`src/rtl/rrps_pkg.sv`:
```
`default_nettype none
// ----------------------------------------------------------------------------
// rrps_pkg
// Shared constants, register indexes and types of the rounded rectangle
// pixel shader.
// ----------------------------------------------------------------------------
package rrps_pkg;

   // parameter defaults
   localparam int COORD_BITS_DEF       = 16;
   localparam int RADIUS_FRAC_BITS_DEF = 8;

   // fixed field widths
   localparam int PIX_MAX_W   = 16;   // pixel and clip coordinate fields
   localparam int ARGB_W      = 32;
   localparam int ALPHA_W     = 8;
   localparam int RECT_POS_W  = 16;   // signed rectangle origin
   localparam int RECT_SIDE_W = 15;   // rectangle width and height
   localparam int RADIUS_W    = 24;
   localparam int CSR_IDX_W   = 3;
   localparam int CSR_DATA_W  = 32;

   // signed compare width: holds right/bottom edge (origin + side) and pixel
   localparam int CMP_W = RECT_POS_W + 2;

   // root width of the corner distance: radius stays below 2^(RECT_SIDE_W-1+F)
   localparam int ROOT_W_DEF = RECT_SIDE_W - 1 + RADIUS_FRAC_BITS_DEF;

   localparam logic [ALPHA_W-1:0] ALPHA_MAX  = 8'hFF;
   localparam logic [ALPHA_W-1:0] ALPHA_ZERO = 8'h00;

   // register indexes
   localparam logic [CSR_IDX_W-1:0] CSR_RECT_LEFT     = 3'd0;
   localparam logic [CSR_IDX_W-1:0] CSR_RECT_TOP      = 3'd1;
   localparam logic [CSR_IDX_W-1:0] CSR_RECT_WIDTH    = 3'd2;
   localparam logic [CSR_IDX_W-1:0] CSR_RECT_HEIGHT   = 3'd3;
   localparam logic [CSR_IDX_W-1:0] CSR_CORNER_RADIUS = 3'd4;
   localparam logic [CSR_IDX_W-1:0] CSR_FILL_COLOR    = 3'd5;
   localparam logic [CSR_IDX_W-1:0] CSR_CLIP_X        = 3'd6;
   localparam logic [CSR_IDX_W-1:0] CSR_CLIP_Y        = 3'd7;

   // per-pixel flags and destination value carried along the root pipeline
   typedef struct packed {
      logic              covered;
      logic              corner;
      logic              outside;
      logic [ARGB_W-1:0] dest;
   } side_type;

endpackage
`default_nettype wire

```
`src/rtl/rrps_isqrt.sv`:
```
`default_nettype none
// ----------------------------------------------------------------------------
// rrps_isqrt
// Pipelined floor square root, one root bit per stage, with a sideband
// record that travels alongside.
// ----------------------------------------------------------------------------
module rrps_isqrt #(
   parameter int ROOT_BITS = rrps_pkg::ROOT_W_DEF
) (
   input  logic                     clock,
   input  logic                     reset,
   input  logic                     en,
   input  logic                     in_valid,
   input  logic [2*ROOT_BITS-1:0]   in_radicand,
   input  rrps_pkg::side_type       in_side,
   output logic                     out_valid,
   output logic [ROOT_BITS-1:0]     out_root,
   output rrps_pkg::side_type       out_side
);
   import rrps_pkg::*;

   localparam int RAD_W = 2 * ROOT_BITS;

   logic                 valid_ff [ROOT_BITS];
   logic [RAD_W-1:0]     rem_ff   [ROOT_BITS];
   logic [ROOT_BITS-1:0] root_ff  [ROOT_BITS];
   side_type             side_ff  [ROOT_BITS];

   for (genvar j = 0; j < ROOT_BITS; j++) begin : g_stage
      localparam int K = ROOT_BITS - 1 - j;   // root bit decided here

      logic                 valid_src;
      logic [RAD_W-1:0]     rem_src;
      logic [ROOT_BITS-1:0] root_src;
      side_type             side_src;
      logic [RAD_W-1:0]     trial;
      logic [RAD_W-1:0]     rem_in;
      logic [ROOT_BITS-1:0] root_in;

      if (j == 0) begin : g_first
         assign valid_src = in_valid;
         assign rem_src   = in_radicand;
         assign root_src  = '0;
         assign side_src  = in_side;
      end else begin : g_next
         assign valid_src = valid_ff[j-1];
         assign rem_src   = rem_ff[j-1];
         assign root_src  = root_ff[j-1];
         assign side_src  = side_ff[j-1];
      end

      // (q + 2^K)^2 - q^2 = q*2^(K+1) + 2^(2K); q has no bits at or below K
      assign trial = (RAD_W'(root_src) << (K + 1)) | (RAD_W'(1) << (2 * K));

      always_comb begin
         if (rem_src >= trial) begin
            rem_in  = rem_src - trial;
            root_in = root_src | (ROOT_BITS'(1) << K);
         end else begin
            rem_in  = rem_src;
            root_in = root_src;
         end
      end

      always_ff @(posedge clock) begin
         if (reset) begin
            valid_ff[j] <= 1'b0;
         end else if (en) begin
            valid_ff[j] <= valid_src;
         end
      end

      always_ff @(posedge clock) begin
         if (en) begin
            rem_ff[j]  <= rem_in;
            root_ff[j] <= root_in;
            side_ff[j] <= side_src;
         end
      end
   end

   assign out_valid = valid_ff[ROOT_BITS-1];
   assign out_root  = root_ff[ROOT_BITS-1];
   assign out_side  = side_ff[ROOT_BITS-1];

endmodule
`default_nettype wire

```
`config.mk`:
```
export PLATFORM = sky130hd
export DESIGN_NAME = rrps_isqrt
export DESIGN_NICKNAME = d
export VERILOG_FILES = /design/src/rtl/rrps_pkg.sv /design/src/rtl/rrps_isqrt.sv
export SDC_FILE = /design/constraint.sdc
export NUM_CORES = 2
export LEC_CHECK = 0
export BUFFER_PORTS_ARGS = -buffer_cell sky130_fd_sc_hd__buf_2
export CAP_MARGIN = 30
export CORE_MARGIN = 2
export CORE_UTILIZATION = 25
export DETAILED_ROUTE_END_ITERATION = 8
export SYNTH_ARGS = -nofsm -noshare
export SYNTH_HDL_FRONTEND = slang
export SYNTH_SLANG_ARGS = --single-unit
```
`constraint.sdc`:
```
create_clock -name clock -period 7 [get_ports clock]
set_input_delay 0.7 -clock clock [delete_from_list [all_inputs] [get_ports clock]]
set_output_delay 0.7 -clock clock [all_outputs]
set_load 0.1 [all_outputs]
```
==> results.md <==
- Run status: completed
- Fin worst setup slack: 2.961 ns
- Clock sink count: 1969
- Final Hold Violating Endpoints: 0
- Hold WC Path Type: in -> reg
- Synth Register Bits: 1969
- MaxCap Viol Count: 0
- Unique masters post-synth: 92
- Post_cts resized: 0
- Leading area contributor after synthesis: edfxtp_1
- Critical path cell sequence: ha_1, a21oi_1, nand2_1, a221oi_1, o21ai_0, a2111oi_0, nor4_1, nor4b_1, xor2_1
- Crit-path max cell delay: 0.92 ns
- Yosys warns: 0
- Pre-antenna DRT Iters: 5
- Peak VDD IR: 0.2436 mV
- RSZ-0062 raised after global routing: no
- Vias per cell: 4.170
- Top cell type's share of synthesized area: 74.11%
- PwrDens: 314.8 nW/um^2
- CTS tree: built
- Iter 0 DRT Violations: 2594
- Sequential share of the synthesized area: 74.11%
- Die ar.: 323700 sq um
- GRT overflow: 0
- Vias in the first global route: 42590
- Ant diodes: 0
- Maximum clock rate: 0.2476 GHz
- H-tree Lvls: 4
- Initial cell density of the core: 25.11%
- Final period utilization: 57.70%
- Non-filler cells, final: 9942
- Critical path arrival: 4.55 ns
- Worst-skew pair later-pin latency: 0.94 ns
- Max-Slew Margin vs Limit: 27.33%
- CP Class: reg -> reg
- Buffers on Ports: 140
- Critical path startpoint category: register
- Mapped Area: 79780 sq um
- Syn Nets: 5522
- P_leak: 33.22 nW
- Final nets: 5942
- Share of cells above drive strength 1: 10.40%
- Routed Antenna Nets: 0
- Worst Tran Pin Value: 1.080 ns
- Largest net degree at the start of global routing: 181
- Root Buffer: clkbuf_16
- CTS clk-pin slew, worst paths: 0.06 ns
- Final setup vio count: 0
- Ys async rst share: 0%
- Commonest cells post-synth: edfxtp_1, inv_1, nand2_1
- Total negative slack: 0 ns
- WL final: 134.3 mm
- Initial antenna violation count: 1
- Req. time, crit path: 7.51 ns
- Max-slew violations: 0
- Post-synth EDFFs: 1969
- I/O Pins: 141
- Chip height: 568.9 um
- # DRC: 0
- Area contributors post-synth: edfxtp_1, ha_1, xnor2_1
- CP Capture Type: register
- CTS Buffer Depth: 4
- Layout Skew: 0.1113 ns
- Synthesized area per cell: 15.44 sq um
- CTS Buf Count: 216
- Post-Place Worst Slack: 3.105 ns
- Most frequent cell after synthesis: edfxtp_1
- Crit path time final: 4.039 ns
- Max FO, Critical Path: 6
- Area delta synth->final: 17.45%
- Main synth FF type: edfxtp_1
- Via count: 41460
- Chip width: 568.9 um
- Routed WL per cell: 13.51 um
- GR Util All Layers: 8.077%
- Core area: 317800 sq um
- First-pass GRT wire length: 218.1 mm
- Fill cells: 30990
- Gpl congestion: 0.8790
- HPWL after DPL: 89.77 mm
- Slowest CP cell: a2111oi_0
- Inst Count DP: 9469
- Post-synthesis instance total: 5168
- Row Count: 207
## cell type report
cell class              instances  area [sq um]  share of cell area, %
clock inverters               146          1460                  1.558
multi-input cells            2793         19100                  20.38
clock buffers                 246          5518                  5.888
well taps                    4180          5230                  5.581
flip-flops and latches       1969         59130                  63.10
repair buffers                270          2004                  2.139
inverters                     338          1269                  1.354
## per-layer routing
metal | part of all wire, % | up-vias | global-route usage (%)
li1 | - | 20550 | -
met1 | 43 | 19680 | 9.532
met2 | 48 | 887 | 13.80
met3 | 4.3 | 345 | 1.554
met4 | 5.0 | 0 | 4.431
met5 | 0 | - | 0
## report_power, final
part           internal, W  switching [W]
clock network      0.00642        0.00460
registers           0.0144       0.000648
logic              0.00141        0.00205
total               0.0222        0.00729
## cell usage in the layout, fill, tap and decap left out, drive strengths merged, types with 13 or more instances in the layout
cell type,n
clkinvlp,15
nor4,149
buf,189
mux2,30
o21a,58
a21oi,216
a211oi,30
nand2,274
bufinv,20
or2,23
nor4b,17
and2,41
a21boi,16
o31ai,29
nor2,266
nor3b,17
o211ai,20
or4,44
nand4,65
nor3,123
nor2b,35
a31oi,27
ha,271
clkinv,99
inv,350
xnor2,198
o21bai,13
a21o,70
edfxtp,1969
xor2,181
and3,16
o21ai,226
nand3,64
dlygate4sd3,80
clkbuf,247
nand2b,58
or3,54
## path summary, 6_finish.rpt
check / startpoint / endpoint / slack [ns] / depth (start not counted)
min: in_valid / valid_ff[0][0]$_DFFE_PP_ / 0.16 / 2
min reg2reg: side_ff[0][196]$_DFFE_PP_ / side_ff[0][231]$_DFFE_PP_ / 0.34 / 0
max: rem_ff[1][321]$_DFFE_PP_ / rem_ff[2][41]$_DFFE_PP_ / 2.96 / 9
max reg2reg: rem_ff[1][321]$_DFFE_PP_ / rem_ff[2][41]$_DFFE_PP_ / 2.96 / 9
## repair_timing
action | in CTS | in global routing
setup buffers | 0 | 0
endpoints found under the hold margin | 80 | 0
setup endpoints to repair | 0 | 0
hold buffers | 80 | 0
## critical path, delay by kind of cell (launching register included)
family	cells	cell delay [ns]
AOI/OAI and AO/OA	4	1.97
adders and majority gates	1	0.40
xor gates and xnor gates	1	0.11
and+or+nand+nor	3	0.84
DFF	1	0.39
## state kept, by name (all words and copies together), names as in the netlist
signal    flops
rem_ff      924
root_ff     253
valid_ff     22
side_ff     770
## per-stage QoR
stage	total power (W)	hold slack [ns]	area [sq um]	utilization (%)
after floorplan	0.01752	0.4003	79780	-
after global placement	0.01852	0.4002	85840	27.01
after detailed placement	0.01866	0.4045	85920	27.04
after CTS	0.02995	0.05112	93700	29.49
after global routing	0.03095	0.1031	93710	29.49
final	0.02950	0.1565	93710	29.49
## cells by family after synthesis
group,Yosys count,synth area share [%]
flip-flops,1969,74.11
AND/OR/NAND/NOR,1302,8.589
AO/OA/AOI/OAI,801,6.334
buffers and inverters,406,1.989
XOR/XNOR,379,4.161
adder cells (fa/ha/maj),271,4.250
multiplexers,40,0.5677
Power figures use the tool's default switching activity.
