**src/rtl/rrps_pkg.sv**
```systemverilog
`default_nettype none
// ----------------------------------------------------------------------------
// rrps_pkg
// Shared constants, register indexes and types of the rounded rectangle
// pixel shader.
// ----------------------------------------------------------------------------
package rrps_pkg;

   // parameter defaults
   localparam int COORD_BITS_DEF       = 16;
   localparam int RADIUS_FRAC_BITS_DEF = 8;

   // fixed field widths
   localparam int PIX_MAX_W   = 16;   // pixel and clip coordinate fields
   localparam int ARGB_W      = 32;
   localparam int ALPHA_W     = 8;
   localparam int RECT_POS_W  = 16;   // signed rectangle origin
   localparam int RECT_SIDE_W = 15;   // rectangle width and height
   localparam int RADIUS_W    = 24;
   localparam int CSR_IDX_W   = 3;
   localparam int CSR_DATA_W  = 32;

   // signed compare width: holds right/bottom edge (origin + side) and pixel
   localparam int CMP_W = RECT_POS_W + 2;

   // root width of the corner distance: radius stays below 2^(RECT_SIDE_W-1+F)
   localparam int ROOT_W_DEF = RECT_SIDE_W - 1 + RADIUS_FRAC_BITS_DEF;

   localparam logic [ALPHA_W-1:0] ALPHA_MAX  = 8'hFF;
   localparam logic [ALPHA_W-1:0] ALPHA_ZERO = 8'h00;

   // register indexes
   localparam logic [CSR_IDX_W-1:0] CSR_RECT_LEFT     = 3'd0;
   localparam logic [CSR_IDX_W-1:0] CSR_RECT_TOP      = 3'd1;
   localparam logic [CSR_IDX_W-1:0] CSR_RECT_WIDTH    = 3'd2;
   localparam logic [CSR_IDX_W-1:0] CSR_RECT_HEIGHT   = 3'd3;
   localparam logic [CSR_IDX_W-1:0] CSR_CORNER_RADIUS = 3'd4;
   localparam logic [CSR_IDX_W-1:0] CSR_FILL_COLOR    = 3'd5;
   localparam logic [CSR_IDX_W-1:0] CSR_CLIP_X        = 3'd6;
   localparam logic [CSR_IDX_W-1:0] CSR_CLIP_Y        = 3'd7;

   // per-pixel flags and destination value carried along the root pipeline
   typedef struct packed {
      logic              covered;
      logic              corner;
      logic              outside;
      logic [ARGB_W-1:0] dest;
   } side_type;

endpackage
`default_nettype wire

```
**src/rtl/rrps_blend.sv**
```systemverilog
`default_nettype none
// ----------------------------------------------------------------------------
// rrps_blend
// Two-stage src-over blend of an ARGB8888 source onto the destination with
// shift-by-8 arithmetic; unwritten pixels pass the destination through.
// ----------------------------------------------------------------------------
module rrps_blend (
   input  logic                          clock,
   input  logic                          reset,
   input  logic                          en,
   input  logic                          in_valid,
   input  logic                          in_write,
   input  logic [rrps_pkg::ARGB_W-1:0]   in_src,
   input  logic [rrps_pkg::ARGB_W-1:0]   in_dst,
   output logic                          out_valid,
   output logic                          out_write,
   output logic [rrps_pkg::ARGB_W-1:0]   out_pixel
);
   import rrps_pkg::*;

   localparam int PROD_W = 2 * ALPHA_W;

   // stage 1: products
   logic [ALPHA_W-1:0]          sa_c;
   logic [ALPHA_W-1:0]          inv_c;
   logic [PROD_W-1:0]           da_prod_c;
   logic [2:0][PROD_W-1:0]      src_prod_c;
   logic [2:0][PROD_W-1:0]      dst_prod_c;

   logic                        v1_ff;
   logic                        wr1_ff;
   logic [ALPHA_W-1:0]          sa1_ff;
   logic [ARGB_W-1:0]           src1_ff;
   logic [ARGB_W-1:0]           dst1_ff;
   logic [PROD_W-1:0]           da_prod_ff;
   logic [2:0][PROD_W-1:0]      src_prod_ff;
   logic [2:0][PROD_W-1:0]      dst_prod_ff;

   // stage 2: sums and selection
   logic [PROD_W-1:0]           ch_sum_c [3];
   logic [ALPHA_W-1:0]          oa_c;
   logic [ARGB_W-1:0]           blended_c;

   logic                        v2_ff;
   logic                        wr2_ff;
   logic [ARGB_W-1:0]           pix2_ff;

   assign sa_c      = in_src[ARGB_W-1 -: ALPHA_W];
   assign inv_c     = ALPHA_MAX - sa_c;
   assign da_prod_c = PROD_W'(in_dst[ARGB_W-1 -: ALPHA_W]) * PROD_W'(inv_c);

   always_comb begin
      for (int c = 0; c < 3; c++) begin
         src_prod_c[c] = PROD_W'(in_src[ALPHA_W*c +: ALPHA_W]) * PROD_W'(sa_c);
         dst_prod_c[c] = PROD_W'(in_dst[ALPHA_W*c +: ALPHA_W]) * PROD_W'(inv_c);
      end
   end

   always_ff @(posedge clock) begin
      if (reset) begin
         v1_ff <= 1'b0;
         v2_ff <= 1'b0;
      end else if (en) begin
         v1_ff <= in_valid;
         v2_ff <= v1_ff;
      end
   end

   always_ff @(posedge clock) begin
      if (en) begin
         wr1_ff      <= in_write;
         sa1_ff      <= sa_c;
         src1_ff     <= in_src;
         dst1_ff     <= in_dst;
         da_prod_ff  <= da_prod_c;
         src_prod_ff <= src_prod_c;
         dst_prod_ff <= dst_prod_c;
      end
   end

   // each color sum is at most 255*255, so 16 bits never overflow
   always_comb begin
      for (int c = 0; c < 3; c++) begin
         ch_sum_c[c] = src_prod_ff[c] + dst_prod_ff[c];
      end
   end

   assign oa_c = sa1_ff + da_prod_ff[PROD_W-1 -: ALPHA_W];

   always_comb begin
      if (sa1_ff == ALPHA_ZERO) begin
         blended_c = dst1_ff;
      end else if (sa1_ff == ALPHA_MAX) begin
         blended_c = src1_ff;
      end else begin
         blended_c = {oa_c,
                      ch_sum_c[2][PROD_W-1 -: ALPHA_W],
                      ch_sum_c[1][PROD_W-1 -: ALPHA_W],
                      ch_sum_c[0][PROD_W-1 -: ALPHA_W]};
      end
   end

   always_ff @(posedge clock) begin
      if (en) begin
         wr2_ff  <= wr1_ff;
         pix2_ff <= wr1_ff ? blended_c : dst1_ff;
      end
   end

   assign out_valid = v2_ff;
   assign out_write = wr2_ff;
   assign out_pixel = pix2_ff;

endmodule
`default_nettype wire

```
**config.mk**
```make
export PLATFORM = sky130hd
export DESIGN_NAME = rrps_blend
export DESIGN_NICKNAME = d
export VERILOG_FILES = /design/src/rtl/rrps_pkg.sv /design/src/rtl/rrps_blend.sv
export SDC_FILE = /design/constraint.sdc
export NUM_CORES = 1
export LEC_CHECK = 0
export BUFFER_PORTS_ARGS = -buffer_cell sky130_fd_sc_hd__buf_4
export CELL_PAD_IN_SITES_DETAIL_PLACEMENT = 0
export CELL_PAD_IN_SITES_GLOBAL_PLACEMENT = 2
export CORE_MARGIN = 5
export CORE_UTILIZATION = 46
export CTS_CLUSTER_DIAMETER = 50
export CTS_CLUSTER_SIZE = 20
export DETAILED_ROUTE_END_ITERATION = 10
export PLACE_DENSITY_LB_ADDON = 0.1
export SYNTH_ARGS = -nofsm -noshare
export SYNTH_HDL_FRONTEND = slang
export SYNTH_SLANG_ARGS = --single-unit
```
**constraint.sdc**
```tcl
create_clock -name clock -period 10.62 [get_ports clock]
set_input_delay 0.531 -clock clock [delete_from_list [all_inputs] [get_ports clock]]
set_output_delay 0.531 -clock clock [all_outputs]
set_load 0.1 [all_outputs]
```
==> results.yml <==
hold_path:
  hold_class: "in2reg"
  worstHoldStart: "reset"
  min_to: "out_valid"
  holdPathStages: 2
sta:
  fmax_ghz: 0.207
  worstMarginPinSlew_ns: 1.01
  setup-tns-final_ns: 0
  slew_viol_final: 0
  period_share: 0.455
  finalCriticalPeriod_ns: 4.84
  rsz0062_at_grt: "false"
  slew_headroom: 0.330
  finalHoldViolCount: 0
  setup_viol: 0
  fin_skew_ns: 0.0203
global_routing:
  grt_pass1_vias: 16441
  global_route.usage.total: 0.204
  overflow: 0
  busiest_layer: "met2"
  grtUsageMet3: 0.0374
  antenna_found_initial: 4
  grt_pass1_wl_mm: 87.9
  use_met1: 0.278
  grt_max_degree: 74
  grtUsageMet2: 0.344
status:
  outcome: "complete, no violations"
critical_path:
  path_depth: 15
  reg2reg_depth: 8
  regToRegStartpoint: "src_prod_ff[38]"
  crit_path_start_kind: "input port"
  endpoint_kind: "flop"
  r2r_end: "out_pixel[23]"
  r2r_slack_ns: 7.91
  cp.arrival_ns: 5.13
  cpMostUsedCell: "fa_1"
  worstPathRequired_ns: 10.92
  max_stage_delay_ns: 0.58
  setup.worst_path.class: "in2reg"
  cp_max_fo: 57
  cpLargestDelayFamily: "adder cells"
  cp_num_buf_inv: 2
  cp_cell_sequence: "buf_4 > nand2b_1 > fa_1 > fa_1 > inv_1 > fa_1 > fa_1 > ha_1 > a21o_1 > a21o_1 > a21oi_1 > a21boi_0 > a311o_1 > a21oi_1 > xnor2_1"
  slowest_stage: "buf_4"
final_layout:
  layout.nets: 2930
  mostFrequentLayoutCells: "354 x inv_1, 298 x ha_1, 252 x fa_1"
  nFillCells: 4560
  mostFrequentLayoutCell: "inv_1"
  drive_gt1_frac: 0.0809
  area_delta_synth_final_pct: 11.7
clock_network:
  htree_levels: 2
  clock_latency_ns: 0.54
  cts_setup_buffers: 0
  clk_pin_slew_ns: 0.05
  tritoncts: "done"
  clock_path_buffers: 3
  clock-sinks: 204
  cts_inserted_buffers: 37
  cts_root_buf: "clkbuf_16"
  cts-resized-gates: 0
  cts-hold-fix-buffers: 0
synth:
  synth-seq-cells: 204
  synth_edf_count: 202
  synth_compound_area_frac: 0.0703
  synth-simple-area-share: 0.171
  synthDistinctLibCells: 57
  synth_top_family_by_area: "adder cells"
  synth_mux_area_frac: 0.00224
  synth_cells: 2224
  ys_seq_area_frac: 0.266
  synth_xor_area_frac: 0.0393
  synthFlopType: "edfxtp_1"
  synth_adder_area_share: 0.383
  syn_avg_cell_area_um2: 10.3
  yosysWarnings: 0
  netlist_area_um2: 22900
  syn-num-nets: 2843
  async_flop_share: 0
detailed_routing:
  drt-pass1-iter-count: 5
  routed_wl_mm: 53.9
  antenna_left: 0
  drt-vias-per-instance: 5.20
  drc_errors: 0
  post_drt_wl_per_cell_um: 17.9
  vias: 15638
  drt-initial-drc-count: 693
power_and_ir_drop:
  leakage_nw: 11.8
  power_density_nw_per_um2: 230
  total_power_mw: 5.90
  peakVddDrop_uv: 110
run:
  maxCapViolCount: 0
die:
  die_w_um: 233
  core_area_um2: 49200
  die_area_um2: 54400
  initial_core_util: 0.466
  die_h_um: 233
  num_io_pins: 103
  rows: 81
place:
  io_buffers: 102
  place.gp.congestion: 0.806
  hpwl_mm: 39.0
[routing by layer]
metal / vias up / share of wire
li1: 7464 / -
met4: 4 / 0.018
met2: 244 / 0.47
met5: - / 0.00050
met1: 7857 / 0.46
met3: 69 / 0.045
[report_power, final]
group          total, mW  internal (mW)  switching, mW
registers           1.35           1.25         0.0903
clock network       1.20          0.735          0.469
logic               3.35           1.37           1.98
total               5.90           3.36           2.54
[synth_stat cells, drive strengths merged, types with 3 or more instances]
cell / n / share of area
nand4: 7 / 0.0019
or2: 8 / 0.0022
o211ai: 7 / 0.0023
a31oi: 14 / 0.0038
mux2i: 4 / 0.0017
clkbuf: 59 / 0.0097
o21ai: 45 / 0.0098
o21a: 17 / 0.0056
inv: 354 / 0.058
a21oi: 96 / 0.021
o22a: 4 / 0.0015
nand2b: 63 / 0.017
and2: 157 / 0.043
or3: 11 / 0.0030
o22ai: 6 / 0.0019
nand3: 18 / 0.0039
a21o: 17 / 0.0056
ha: 298 / 0.16
a21boi: 4 / 0.0013
nor4: 4 / 0.0011
o31a: 3 / 0.0011
a211oi: 8 / 0.0028
xor2: 16 / 0.0061
nand2: 75 / 0.012
xnor2: 87 / 0.033
nor2b: 227 / 0.062
nor2: 78 / 0.013
o41ai: 7 / 0.0027
o31ai: 4 / 0.0013
edfxtp: 202 / 0.26
nor3: 20 / 0.0044
and3: 18 / 0.0049
o21ba: 3 / 0.0013
fa: 252 / 0.22
[registers in the layout, summed over array words and instances, names as in the netlist]
register and flops:
out_pixel 32, v1_ff 1, wr1_ff 1, src_prod_ff 48, sa1_ff 8, dst_prod_ff 48, src1_ff 24, out_write 1
out_valid 1, da_prod_ff 8, dst1_ff 32
[kinds of logic (layout without fill, tap and decap cells)]
logic type,after synthesis,in the layout
AOI/OAI and AO/OA,255,255
xor gates and xnor gates,103,103
adders and majority gates,550,550
buffers and inverters,413,526
DFF,204,204
muxes,5,5
other,0,6
and+or+nand+nor,694,694
[metrics by stage]
step	hold slack, ns	std cells	instance area (um2)	utilization	setup WS [ns]
finish	0.151	3007	25600	0.521	5.78
global route	0.138	3001	25600	0.521	5.53
CTS	0.126	3001	25600	0.521	5.79
detailed placement	0.490	2936	24400	0.495	5.20
global placement	0.474	2936	24400	0.495	5.24
floorplan	0.441	2224	22900	-	5.66
[worst max-delay path by stage]
stage	to	startpoint	slack [ns]
after global placement	da_prod_ff[14]	in_src[27]	5.24
final	da_prod_ff[14]	in_src[27]	5.78
after floorplan	da_prod_ff[14]	in_src[26]	5.66
after CTS	da_prod_ff[14]	in_src[27]	5.79
after global routing	da_prod_ff[14]	in_src[27]	5.53
after detailed placement	da_prod_ff[14]	in_src[27]	5.20
[cell type report]
class | count | area, um2 | share of cell area
clock inverter | 25 | 302 | 0.0118
tap | 664 | 831 | 0.0324
multi-input combinational | 1607 | 15300 | 0.597
inverter | 354 | 1330 | 0.0519
timing repair buffer | 107 | 811 | 0.0317
sequential | 204 | 6110 | 0.238
antenna | 6 | 15.0 | 0.000586
clock buffer | 40 | 937 | 0.0366
Note: power is estimated with default switching activity, not from simulation.
